## src/rtl/sbrd_ram.sv

```systemverilog
// Generic single-write, single-read synchronous RAM with registered read data.
module sbrd_ram #(
  parameter int WIDTH = 8,
  parameter int DEPTH = 256
) (
  input  logic                     clk,
  input  logic                     we,
  input  logic [$clog2(DEPTH)-1:0] waddr,
  input  logic [WIDTH-1:0]         wdata,
  input  logic                     re,
  input  logic [$clog2(DEPTH)-1:0] raddr,
  output logic [WIDTH-1:0]         rdata
);

  logic [WIDTH-1:0] mem [DEPTH];
  logic [WIDTH-1:0] rdata_r;

  // Write port and registered read port; read data holds while re is low.
  always_ff @(posedge clk) begin
    if (we) begin
      mem[waddr] <= wdata;
    end
    if (re) begin
      rdata_r <= mem[raddr];
    end
  end

  assign rdata = rdata_r;

endmodule

```

## config.mk

```make
export PLATFORM = sky130hd
export DESIGN_NAME = sbrd_ram
export DESIGN_NICKNAME = d
export VERILOG_FILES = /design/src/rtl/sbrd_ram.sv
export SDC_FILE = /design/constraint.sdc
export NUM_CORES = 2
export LEC_CHECK = 0
export BUFFER_PORTS_ARGS = -buffer_cell sky130_fd_sc_hd__buf_2
export CAP_MARGIN = 0
export CORE_MARGIN = 2
export CORE_UTILIZATION = 40
export DETAILED_ROUTE_END_ITERATION = 10
export PLACE_DENSITY = 0.6
export SYNTH_ARGS = -nofsm -noshare
export SYNTH_HDL_FRONTEND = slang
export SYNTH_SLANG_ARGS = --single-unit
```

## constraint.sdc

```tcl
create_clock -name clk -period 4.77 [get_ports clk]
set_input_delay 1.431 -clock clk [delete_from_list [all_inputs] [get_ports clk]]
set_output_delay 1.431 -clock clk [all_outputs]
set_load 0.02 [all_outputs]
```

; After elaboration in Yosys (flattened, before gate mapping)
; Memories as Yosys holds them, arrays and structs flattened. A register that Yosys moved wholly into a read port is not among the register bits.
; Cells that the tools add are included.
[totals]
out_inout_bits = 8
register_bits = 0
input_bits = 27
ram_bits = 2048
wordCells = 3
mem_count = 1
[memory_table]
columns = memory, depth, word_bits, read_ports, rd_ports_with_merged_regs, wr, line_no
row1 = mem, 256, 8, 1, 1, 1, 15  ; logic [WIDTH-1:0] mem [DEPTH];
[op_classes]
n_mux = 2
[ops]
columns = op, count
row1 = $mux W1, 2

; Longest topological paths before layout
[logic_depth]
depth_word = 2
depth_mapped = 11
depth_no_buf = 6

; Worst setup path after synthesis
; OpenSTA, ideal clock, no wires.
[synth_path]
path_type = input-to-reg
from = in raddr[0]
to = reg rdata_r[2] (netlist: rdata[2]), read port of mem (data pin)
setup_time_ps = 269
n_path_buf = 4
path_slack_ps = 1263
arrival_time_ps = 3238
stages = 9
required_time_ps = 4501
path_cell_list = buf_6 buf_12 buf_8 buf_2 mux4_2 a22oi_1 a21oi_1 nor4_1 nor4_2
[synth_rtl]
columns = element, line_no
row1 = start: declaration, 11  ; input logic [$clog2(DEPTH)-1:0] raddr,
row2 = end: declaration, 16  ; logic [WIDTH-1:0] rdata_r;

==> run metrics <==
status finished clean; H-Tree Depth 4; P_leak 28.6 nW; Root Driver clkbuf_16; Post-synth ARST share 0; Via Count ~40000; Crit path largest cell delay 940 ps; largest net degree at the start of global routing 134; pwr/cell area roughly 400 nW/µm²; Net Count, Synth approximately 3800; Mapped Cells approximately 3700; worst path cell trace buf_8 -> buf_12 -> mux4_2 -> mux4_2 -> nor2_1 -> a2111oi_0 -> buf_4 -> nor3_1 -> nor4_2; Detail Route Antenna Nets 0; Max Slew Vio Count 0; RSZ-0062 raised after global routing no; count of cell types in the netlist 54; CTS tree yes; switch share 0.215; Sink Count 2056; Clock Skew between 40 and 50 ps; Post-Synth Adder-Cell Area 0; Tot GR Track Use 0.200; Hold Vio Cnt, Final 0; Core Rows ~160; total grt overflow 0; most used cell, CP mux4_2; synthesized area around 80000 µm²; critical path class primary input to register; Int Pwr roughly 0.03 W; Synth Area in Simple Gates 0.0263; Fmax between 200 and 300 MHz; number of global-route vias before repair around 40000; Yosys reg bits between 2000 and 2500; Resize count post-CTS 0; Routed WL per cell between 20 and 30 µm; CP Capture Type register; Post-Synth XOR/XNOR Area 0; Post-synth top cells edfxtp_1 (2056), mux4_2 (454), nor2_1 (282); P_sw roughly 0.0080 W; Area Growth Syn to Fin 14.8%; gpl congestion 0.901; Crit path buffers/inverters 3; final layout net count ~4000; Tcrit/Tclk final 0.811; Yosys Warn Count 0; Max VDD drop 0.338 mV; Hold Slack between 900 and 1000 ps; CTS Buf Count 200; drt total wl between 200000 and 250000 µm; Post-synth EDFFs a little over 2000; hpwl dp around 130000 µm; combinational power share 0.051; Core ar. between 150000 and 200000 µm²; die width about 450 µm; CTS clk-pin slew, worst paths approximately 60 ps; initial antenna violation count 11; cell count after placement 6532; Min-Delay Path Class primary input to register; cts hold-fix bufs 0; Starting Density 0.403; endpoints failing setup 0; critical path's top delay family buffers and inverters; Required @ worst endpoint approximately 5400 ps; Yosys top cell by area edfxtp_1; first-pass GRT wire length just under 300000 µm; most frequent cell after synthesis edfxtp_1; Worst-Skew Late Latency ~840 ps; Worst path slowest cell a2111oi_0; Critical Path AT about 4500 ps; post-synthesis compound-gate area fraction 0.0342; drt first pass iters 5; Seq pwr share 0.535; Worst setup SP type primary input; postcts setup bufs 0; layout cells sized above 1 0.269; vias per std cell ~5.7; commonest register cell after synthesis edfxtp_1; Die Height between 400 and 500 µm; crit path time final 3870 ps; port bufs 34; final instance count without filler cells 6909; post-synthesis sequential area ratio 0.775; Critical Path Fanout Max 74; top cell type's share of synthesized area 0.775; Mapped Avg Cell Area about 21 µm²; fraction of synthesized area in multiplexers 0.146; Clk network pwr share 0.414; main combinational cell family by area after synthesis multiplexers; I/O pin total 35; Max Buffers Root-to-Sink 3; die area approximately 200000 µm²; setup TNS 0 ps; Slew HR 0.236; ranking of synthesized cells by area edfxtp_1 (78%), mux4_2 (13%), mux2i_1 (1.7%); drt first-iter violations between 4000 and 5000; Residual DRC 0; max_cap viols 0; Slew @ Worst Pin ~1100 ps
registers in the layout (all words and copies together) (netlist names):
signal	cells
mem	2048
rdata	8
per-stage QoR:
stage,total power [W],setup WS (ps),util,instance area [µm²]
floorplan,0.0213,1260,-,79600
global placement,0.0222,-165,0.430,85000
detailed placement,0.0222,-170,0.430,85000
CTS,0.0375,724,0.462,91400
global route,0.0383,802,0.463,91400
finish,0.0373,899,0.463,91400
kinds of logic after synthesis:
| kind of cell | count (synthesis) |
|---|---|
| mux | 591 |
| flops | 2056 |
| buf+inv | 235 |
| simple gates | 466 |
| compound gates | 385 |
routing by layer:
metal	global-route usage	wire, µm	share of wire
met1	0.280	83800	0.41
met3	0.0405	16300	0.080
met2	0.317	98300	0.48
met5	0	20	0.000098
met4	0.0584	5040	0.025
worst reg2reg max path, cell delays in order, from the launching register on:
cell,delay (ps)
edfxtp_1,360
mux4_2,460
a22o_1,270
a221oi_1,240
buf_4,220
o32ai_1,100
buf_4,190
nor3_1,470
nor4_1,150
area by class of cell:
cell class                 count  area [µm²]
antenna                        7        17.5
clock buffer                 243        5230
clock inverter               127        1140
fill                       16355      106000
inverter                       2        7.51
multi-input combinational   1442       16500
sequential                  2056       61700
tap                         2640        3300
timing repair buffer         392        3480
worst paths after layout:
check,start,to,slack (ps),depth (start not counted)
worst min register to register,mem[166][6],rdata[6],1190,5
worst min-delay path,wdata[7],mem[63][7],920,1
worst max register to register,mem[82][3],rdata[3],2010,8
worst max-delay path,raddr[1],rdata[2],900,9
cell usage in the layout, fill, tap and decap left out, types with 16 or more instances in the layout:
cell type	Yosys	layout
o221ai_1	46	46
nor4_1	24	23
nand3_1	34	31
clkinv_2	0	42
buf_2	31	22
o22ai_1	28	28
buf_12	8	41
mux4_2	454	454
bufinv_16	0	16
edfxtp_1	2056	2056
nor2b_1	31	28
clkbuf_16	0	203
nor3_1	22	22
mux2i_1	134	134
nand2_1	33	33
clkinv_1	1	53
a21oi_1	96	96
a211oi_1	16	16
nor2_1	282	279
buf_4	27	319
clkbuf_1	111	40
a22oi_1	133	133
power groups by stage:
| stage | combinational [W] | clock [W] | sequential, W |
|---|---|---|---|
| final | 0.00191 | 0.0154 | 0.0199 |
| after global routing | 0.00201 | 0.0163 | 0.0199 |
| after CTS | 0.00192 | 0.0157 | 0.0199 |
| after detailed placement | 0.00191 | 0 | 0.0203 |
| after global placement | 0.00190 | 0 | 0.0203 |
| after floorplan | 0.000968 | 0 | 0.0203 |
Note: power is estimated with default switching activity, not from simulation.
