**config.mk**
```make
export PLATFORM = sky130hd
export DESIGN_NAME = sbrd_victim
export DESIGN_NICKNAME = d
export VERILOG_FILES = /design/src/rtl/sbrd_pkg.sv /design/src/rtl/sbrd_victim.sv
export SDC_FILE = /design/constraint.sdc
export NUM_CORES = 1
export LEC_CHECK = 0
export BUFFER_PORTS_ARGS = -buffer_cell sky130_fd_sc_hd__buf_2
export CORE_MARGIN = 4
export CORE_UTILIZATION = 43
export DETAILED_ROUTE_END_ITERATION = 7
export GPL_ROUTABILITY_DRIVEN = 1
export PLACE_DENSITY = 0.72
export SYNTH_ARGS = -nofsm -noshare
export SYNTH_HDL_FRONTEND = slang
export SYNTH_SLANG_ARGS = --single-unit
export TNS_END_PERCENT = 20
```
**constraint.sdc**
```tcl
create_clock -name vclk -period 20
set_clock_uncertainty 0.15 [all_clocks]
set_input_delay 6 -clock vclk [all_inputs]
set_output_delay 6 -clock vclk [all_outputs]
set_load 0.03 [all_outputs]
```
**src/rtl/sbrd_pkg.sv**
```systemverilog
// Shared constants for the SHiP/BRRIP set-dueling replacement block.
package sbrd_pkg;

  // Default configuration of the replacement block.
  localparam int NUM_SETS_DEF       = 2048;
  localparam int NUM_WAYS_DEF       = 16;
  localparam int SIGNATURE_BITS_DEF = 14;
  localparam int LEADER_GROUPS_DEF  = 64;
  localparam int SELECTOR_BITS_DEF  = 10;
  localparam int RRPV_WIDTH_DEF     = 2;

  // Fixed port field widths.
  localparam int SET_IN_W   = 11;
  localparam int WAY_IN_W   = 4;
  localparam int PC_W       = 64;
  localparam int COIN_W     = 5;
  localparam int RRPV_OUT_W = 2;
  localparam int SEL_OUT_W  = 10;

  // The signature starts above the instruction alignment bits of the PC.
  localparam int PC_SIG_LSB = 2;

  // Signature counters are 4-bit saturating counters split into four bands.
  localparam int             CTR_W     = 4;
  localparam logic [CTR_W-1:0] CTR_TOP   = 4'd15;
  localparam logic [CTR_W-1:0] CTR_RESET = 4'd8;
  localparam logic [CTR_W-1:0] BAND_LOW  = 4'd4;
  localparam logic [CTR_W-1:0] BAND_MID  = 4'd8;
  localparam logic [CTR_W-1:0] BAND_HIGH = 4'd12;

endpackage

```
**src/rtl/sbrd_victim.sv**
```systemverilog
// Ages the RRPVs of one set and finds the lowest way at the distant RRPV.
module sbrd_victim
  import sbrd_pkg::*;
#(
  parameter int NUM_WAYS   = NUM_WAYS_DEF,
  parameter int RRPV_WIDTH = RRPV_WIDTH_DEF
) (
  input  logic [NUM_WAYS-1:0][RRPV_WIDTH-1:0] rrpv_row,
  output logic [NUM_WAYS-1:0][RRPV_WIDTH-1:0] aged_row,
  output logic [$clog2(NUM_WAYS)-1:0]         victim_way
);

  localparam int WAY_W  = $clog2(NUM_WAYS);
  localparam int LEVELS = 1 << RRPV_WIDTH;
  localparam logic [RRPV_WIDTH-1:0] RRPV_TOP = RRPV_WIDTH'(LEVELS - 1);

  logic [LEVELS-1:0]     present;
  logic [RRPV_WIDTH-1:0] top_lvl;
  logic [RRPV_WIDTH-1:0] lift;

  // Mark which RRPV levels occur in the set, then take the highest one.
  always_comb begin
    present = '0;
    for (int w = 0; w < NUM_WAYS; w++) begin
      present[rrpv_row[w]] = 1'b1;
    end
    top_lvl = '0;
    for (int k = 0; k < LEVELS; k++) begin
      if (present[k]) begin
        top_lvl = RRPV_WIDTH'(k);
      end
    end
    lift = RRPV_TOP - top_lvl;
  end

  // Age every way by the lift that brings the oldest way to the top, saturating.
  always_comb begin
    logic [RRPV_WIDTH:0] sum;
    for (int w = 0; w < NUM_WAYS; w++) begin
      sum = {1'b0, rrpv_row[w]} + {1'b0, lift};
      aged_row[w] = (sum > {1'b0, RRPV_TOP}) ? RRPV_TOP : sum[RRPV_WIDTH-1:0];
    end
  end

  // The victim is the lowest-numbered way that held the oldest level.
  always_comb begin
    logic found;
    found = 1'b0;
    victim_way = '0;
    for (int w = 0; w < NUM_WAYS; w++) begin
      if (!found && rrpv_row[w] == top_lvl) begin
        victim_way = WAY_W'(w);
        found = 1'b1;
      end
    end
  end

endmodule

```
# Word-level counts from Yosys, hierarchy flattened
# Index checks and enable logic that the tools add are counted.
# totals
ff_bits	0
rom_bits	0
ram_bits	0
out_inout_bits	36
in_bits	32
latch_bits	0
memories	0
wordCells	223
# classes
magnitude_cmp	48
n_eq_ne	16
mux	81
addsub	17
shifts	0
reduce_logical	46
div_mod_pow	0
n_bitwise	15
n_mul	0
# op_table
cell	count
4-bit bitwise OR	15
4-bit two-way mux	14
2-bit by 2-bit adder with 3-bit output	16
3-bit by 2-bit > comparator with 1-bit output, second input constant	16
2-bit by 3-bit less-than comparator with 1-bit output, second input constant	16
2-bit two-way mux	18
1-bit two-way mux	33
1-bit demux with 2-bit select	16
2-bit == test	16
2-bit by 1-bit >= comparator with 1-bit output, second input constant	16
1-bit logical AND	31
1-bit zero test	15
2-bit subtractor, first input constant	1

# Logic depth before layout (Yosys ltp)
# logic_depth
depth_word	69
depth_mapped	9
mapped_depth_nobuf	9

# Worst setup path before layout
# Ideal clock, no wire load.
# synth_path
path_kind	input -> output
start	input port rrpv_row[22] in the netlist's numbering
end	output port victim_way[0]
arrival_ns	9.199
t_required_ns	13.850
cell_stages	9
path_slack_ns	4.651
cell_sequence	a22o_1 a221oi_2 and4_1 a21boi_1 ha_1 a22oi_1 nor2b_1 nand3_1 o21ai_0
# synth_via
elab_chain_len	59
# synth_rtl
element	line_no	source
start: declaration	sbrd_victim.sv:8	input logic [NUM_WAYS-1:0][RRPV_WIDTH-1:0] rrpv_row,
2-bit by 3-bit less-than comparator with 1-bit output (not written as such) / 2-bit by 1-bit >= comparator with 1-bit output (equally long branches)	sbrd_victim.sv:25	present[rrpv_row[w]] = 1'b1;
1-bit logical AND (not written as such)	sbrd_victim.sv:25	
1-bit two-way mux (not written as such)	sbrd_victim.sv:25	
1-bit demux with 2-bit select	sbrd_victim.sv:25	
4-bit bitwise OR (no source line) (5 in a row)	n/a	
1-bit two-way mux	sbrd_victim.sv:29	if (present[k]) begin
2-bit two-way mux (2 in a row)	sbrd_victim.sv:29	
2-bit == test	sbrd_victim.sv:51	if (!found && rrpv_row[w] == top_lvl) begin
[38 not listed]	n/a	
1-bit logical AND	sbrd_victim.sv:51	
1-bit two-way mux	sbrd_victim.sv:51	
1-bit zero test	sbrd_victim.sv:51	
1-bit logical AND	sbrd_victim.sv:51	
1-bit two-way mux	sbrd_victim.sv:51	
1-bit zero test	sbrd_victim.sv:51	
1-bit logical AND	sbrd_victim.sv:51	
4-bit two-way mux *	sbrd_victim.sv:51	
end: declaration	sbrd_victim.sv:10	output logic [$clog2(NUM_WAYS)-1:0] victim_way
# Every way passes the cells marked *; elsewhere a longest branch is shown, timed or not.

# Worst setup path in the final report
# Same ends and word-level chain as after synthesis.

==> results by stage <==
Status:
- The flow ran to the end, and the final reports show no timing, DRC or antenna violations.

Synth:
- Each instance of the synthesized netlist takes up on average 8.31 sq um.
- The cell accounting for the most synthesized area is sky130_fd_sc_hd__ha_1.
- The mapped netlist covers 0.00168 sq mm.
- The synthesized netlist contains 29 unique library cells.
- In the post-synthesis netlist, the biggest area contributors are sky130_fd_sc_hd__ha_1 28%, sky130_fd_sc_hd__fa_1 19%, sky130_fd_sc_hd__nand2b_1 10%.
- After synthesis, flip-flops and latches occupy 0% of the total area.
- The net count after synthesis is 288.
- The top cell type's share of synthesized area is 28.3%.
- The Yosys step of the flow raised 0 warnings.
- In the post-synthesis netlist, the cell with the most instances is sky130_fd_sc_hd__ha_1.
- The gate count of the mapped netlist is 202.
- The commonest cells after synthesis are 38 x sky130_fd_sc_hd__ha_1, 32 x sky130_fd_sc_hd__inv_1, 29 x sky130_fd_sc_hd__nand2_1.

Timing:
- Counting I/O delays and the setup requirement, the final critical path takes approximately 16 ns.
- The hold violation count in the final report came to 0.
- The final setup violation count is 0.
- The final worst hold slack is 12.36 ns.
- The number of slew-limit violations in the final report was 0.
- The total negative slack for setup checks is 0 ns.
- Setup repair after global routing left no endpoint under its margin.
- At the pin with the least slew margin, the transition time is 1.10 ns.
- The maximum achievable frequency is 63.8 MHz.
- The final period utilization is around four fifths.
- The headroom to the max-slew limit is a little over a quarter.

GRT:
- The number of global-route vias before repair is 1621.
- The total congestion overflow after global routing is 0.
- The first-pass GRT wire length is 7540 microns.
- Entering global routing, the biggest net connects 17 pins.
- The global routing usage summed across all routing layers is 17.7%.
- The initial antenna violation count was 0.

Die:
- In this run the count of I/O pins placed on the die edge is 68.
- The die height is 70.5 microns.
- The area enclosed by the die boundary is 0.00497 sq mm.
- The number of standard-cell rows in the floorplan is 22.
- The region available for standard cell placement spans 0.00372 sq mm.
- The effective utilization at floorplan is between 40% and 50%.
- The floorplan step set the die width to 70.5 microns.

Worst setup path:
- The endpoint required time on the critical path is 13.85 ns.
- The critical path class is in -> out.
- The largest single stage delay on the critical path is 0.82 ns.
- The critical path startpoint category is a primary input.
- The kind of cell with the highest combined delay along the critical path is compound AO/OA/AOI/OAI gates.
- STA classifies the critical path endpoint as a primary output.
- The data arrival time of the critical path is 9.52 ns.
- The signal on the critical path passes through buf_2 -> nor2b_1 -> a2111oi_0 -> nand4_1 -> a21boi_1 -> buf_4 -> ha_1 -> a22oi_1 -> nor2b_1 -> nand3_1 -> o21ai_0 -> buf_2.
- Of all nets on the critical path, the largest fanout is 12.
- The slowest stage of the critical path belongs to the cell sky130_fd_sc_hd__a21boi_1.
- The count of buffering cells on the critical path with inverters included is 3.

Cells and area:
- The number of nets in the finished design is about 360.
- Sequential cells placed in the final layout were counted as 0.
- Leaving out filler cells and counting taps, the final layout contains 319.
- The post-route netlist has approximately 28% of its cells at a drive strength greater than 1.
- The fill cell instance count of the final layout is roughly 380.
- The final antenna diode count is 0.
- The area growth from synthesis to layout is 24.3%.
- The area of all placed cells without fillers is 0.00209 sq mm.
- The area taken by flip-flops and latches is 0 sq um.
- The layout has 0 clock buffers.

Routing:
- For this block, the via count after detailed routing is approximately 1600.
- The final layout contains routed wiring with a total length of 4380 microns.
- For this run, the detailed router's first-pass iteration total came to 4.
- In this run the remaining antenna-violating nets after routing total 0.
- The post-detailed-route DRC marker count is 0.
- The number of vias per cell is between 5 and 6.
- The detail-routed net length per standard cell is 13.7 microns.
- The initial detailed-routing violation count is approximately 80.

Worst hold path:
- The worst hold path was traced through 4 stages.
- The worst hold-check path type is in -> out.
- In this run the most critical hold path is launched from rrpv_row[24].
- The end point of the worst hold path is aged_row[24].

Clocking:
- The number of buffers added for setup after CTS is 0.
- Buffers inserted to repair hold after CTS numbered 0.
- After clock tree synthesis, the repair step resized 0 gates.

Job:
- Across the run, the number of max-cap violations was 0.

Placement:
- The placer's final routability congestion estimate is 0.805.
- The count of input and output buffers is 68.
- The number of placed cells counting well taps is 319.
- Once detailed placement completed, the half-perimeter wirelength came to ~3800 microns.
- After detailed placement, the total cell area comes to 0.00209 sq mm.

Pwr:
- IR analysis of the VDD net gives a maximum drop of about 11 uV.
- The static leakage is 1.10 nW.
- The cell area power density is 20.1 mW/mm^2.
## power by group
part / internal [W] / leakage (nW) / switching [W]
Sequential: 0 / 0 / 0
Clock: 0 / 0 / 0
Combinational: 0.0000154 / 1.10 / 0.0000265
Total: 0.0000154 / 1.10 / 0.0000265
## logic make-up (layout without fill, tap and decap cells)
family,count (synthesis),in the layout,synth area share (%)
buf+inv,32,101,7.16
compound gates,36,36,19.7
simple gates,80,80,25.7
fa+ha+maj,54,54,47.4
## worst min-delay path, delay by kind of cell
family / cells / cell delay [ns]
simple gates: 1 / 0.08
fa+ha+maj: 1 / 0.12
buf+inv: 2 / 0.31
## per-stage QoR
stage,setup slack [ns],total power [W],utilization [%]
after floorplan,4.65,0.0000269,-
after global placement,4.62,0.0000417,56.1
after detailed placement,4.48,0.0000419,56.1
after CTS,4.44,0.0000422,56.1
after global routing,4.06,0.0000462,56.1
final,4.33,0.0000419,56.1
## final cells by class
| cell class | instances | area [sq um] | area share (%) |
|---|---|---|---|
| multi-input combinational | 170 | 1560 | 74.7 |
| timing repair buffer | 69 | 348 | 16.7 |
| tap | 48 | 60.1 | 2.88 |
| inverter | 32 | 120 | 5.76 |
## routing by layer
metal,GRT usage [%],part of all wire [%]
met1,26.5,47
met2,29.2,46
met3,0.863,5.8
met4,1.28,0.75
met5,0,0
## worst max path at each step
stage,from,end,slack (ns),depth (start not counted)
5_1_grt,rrpv_row[22],victim_way[0],4.06,12
3_3_place_gp,rrpv_row[10],victim_way[0],4.62,12
6_report,rrpv_row[22],victim_way[0],4.33,12
2_1_floorplan,rrpv_row[22],victim_way[0],4.65,9
4_1_cts,rrpv_row[22],victim_way[0],4.44,12
3_5_place_dp,rrpv_row[22],victim_way[0],4.48,12
## layout by cell type, fill, tap and decap left out, drive strengths merged, types with 3 or more instances in the layout
cell type / netlist / final
a2111oi: 4 / 4
a221oi: 4 / 4
a22o: 9 / 9
a22oi: 3 / 3
buf: 0 / 69
fa: 16 / 16
ha: 38 / 38
inv: 32 / 32
nand2: 29 / 29
nand2b: 28 / 28
nor2b: 13 / 13
o2111ai: 4 / 4
No activity file was read; power rests on OpenSTA's default activity.
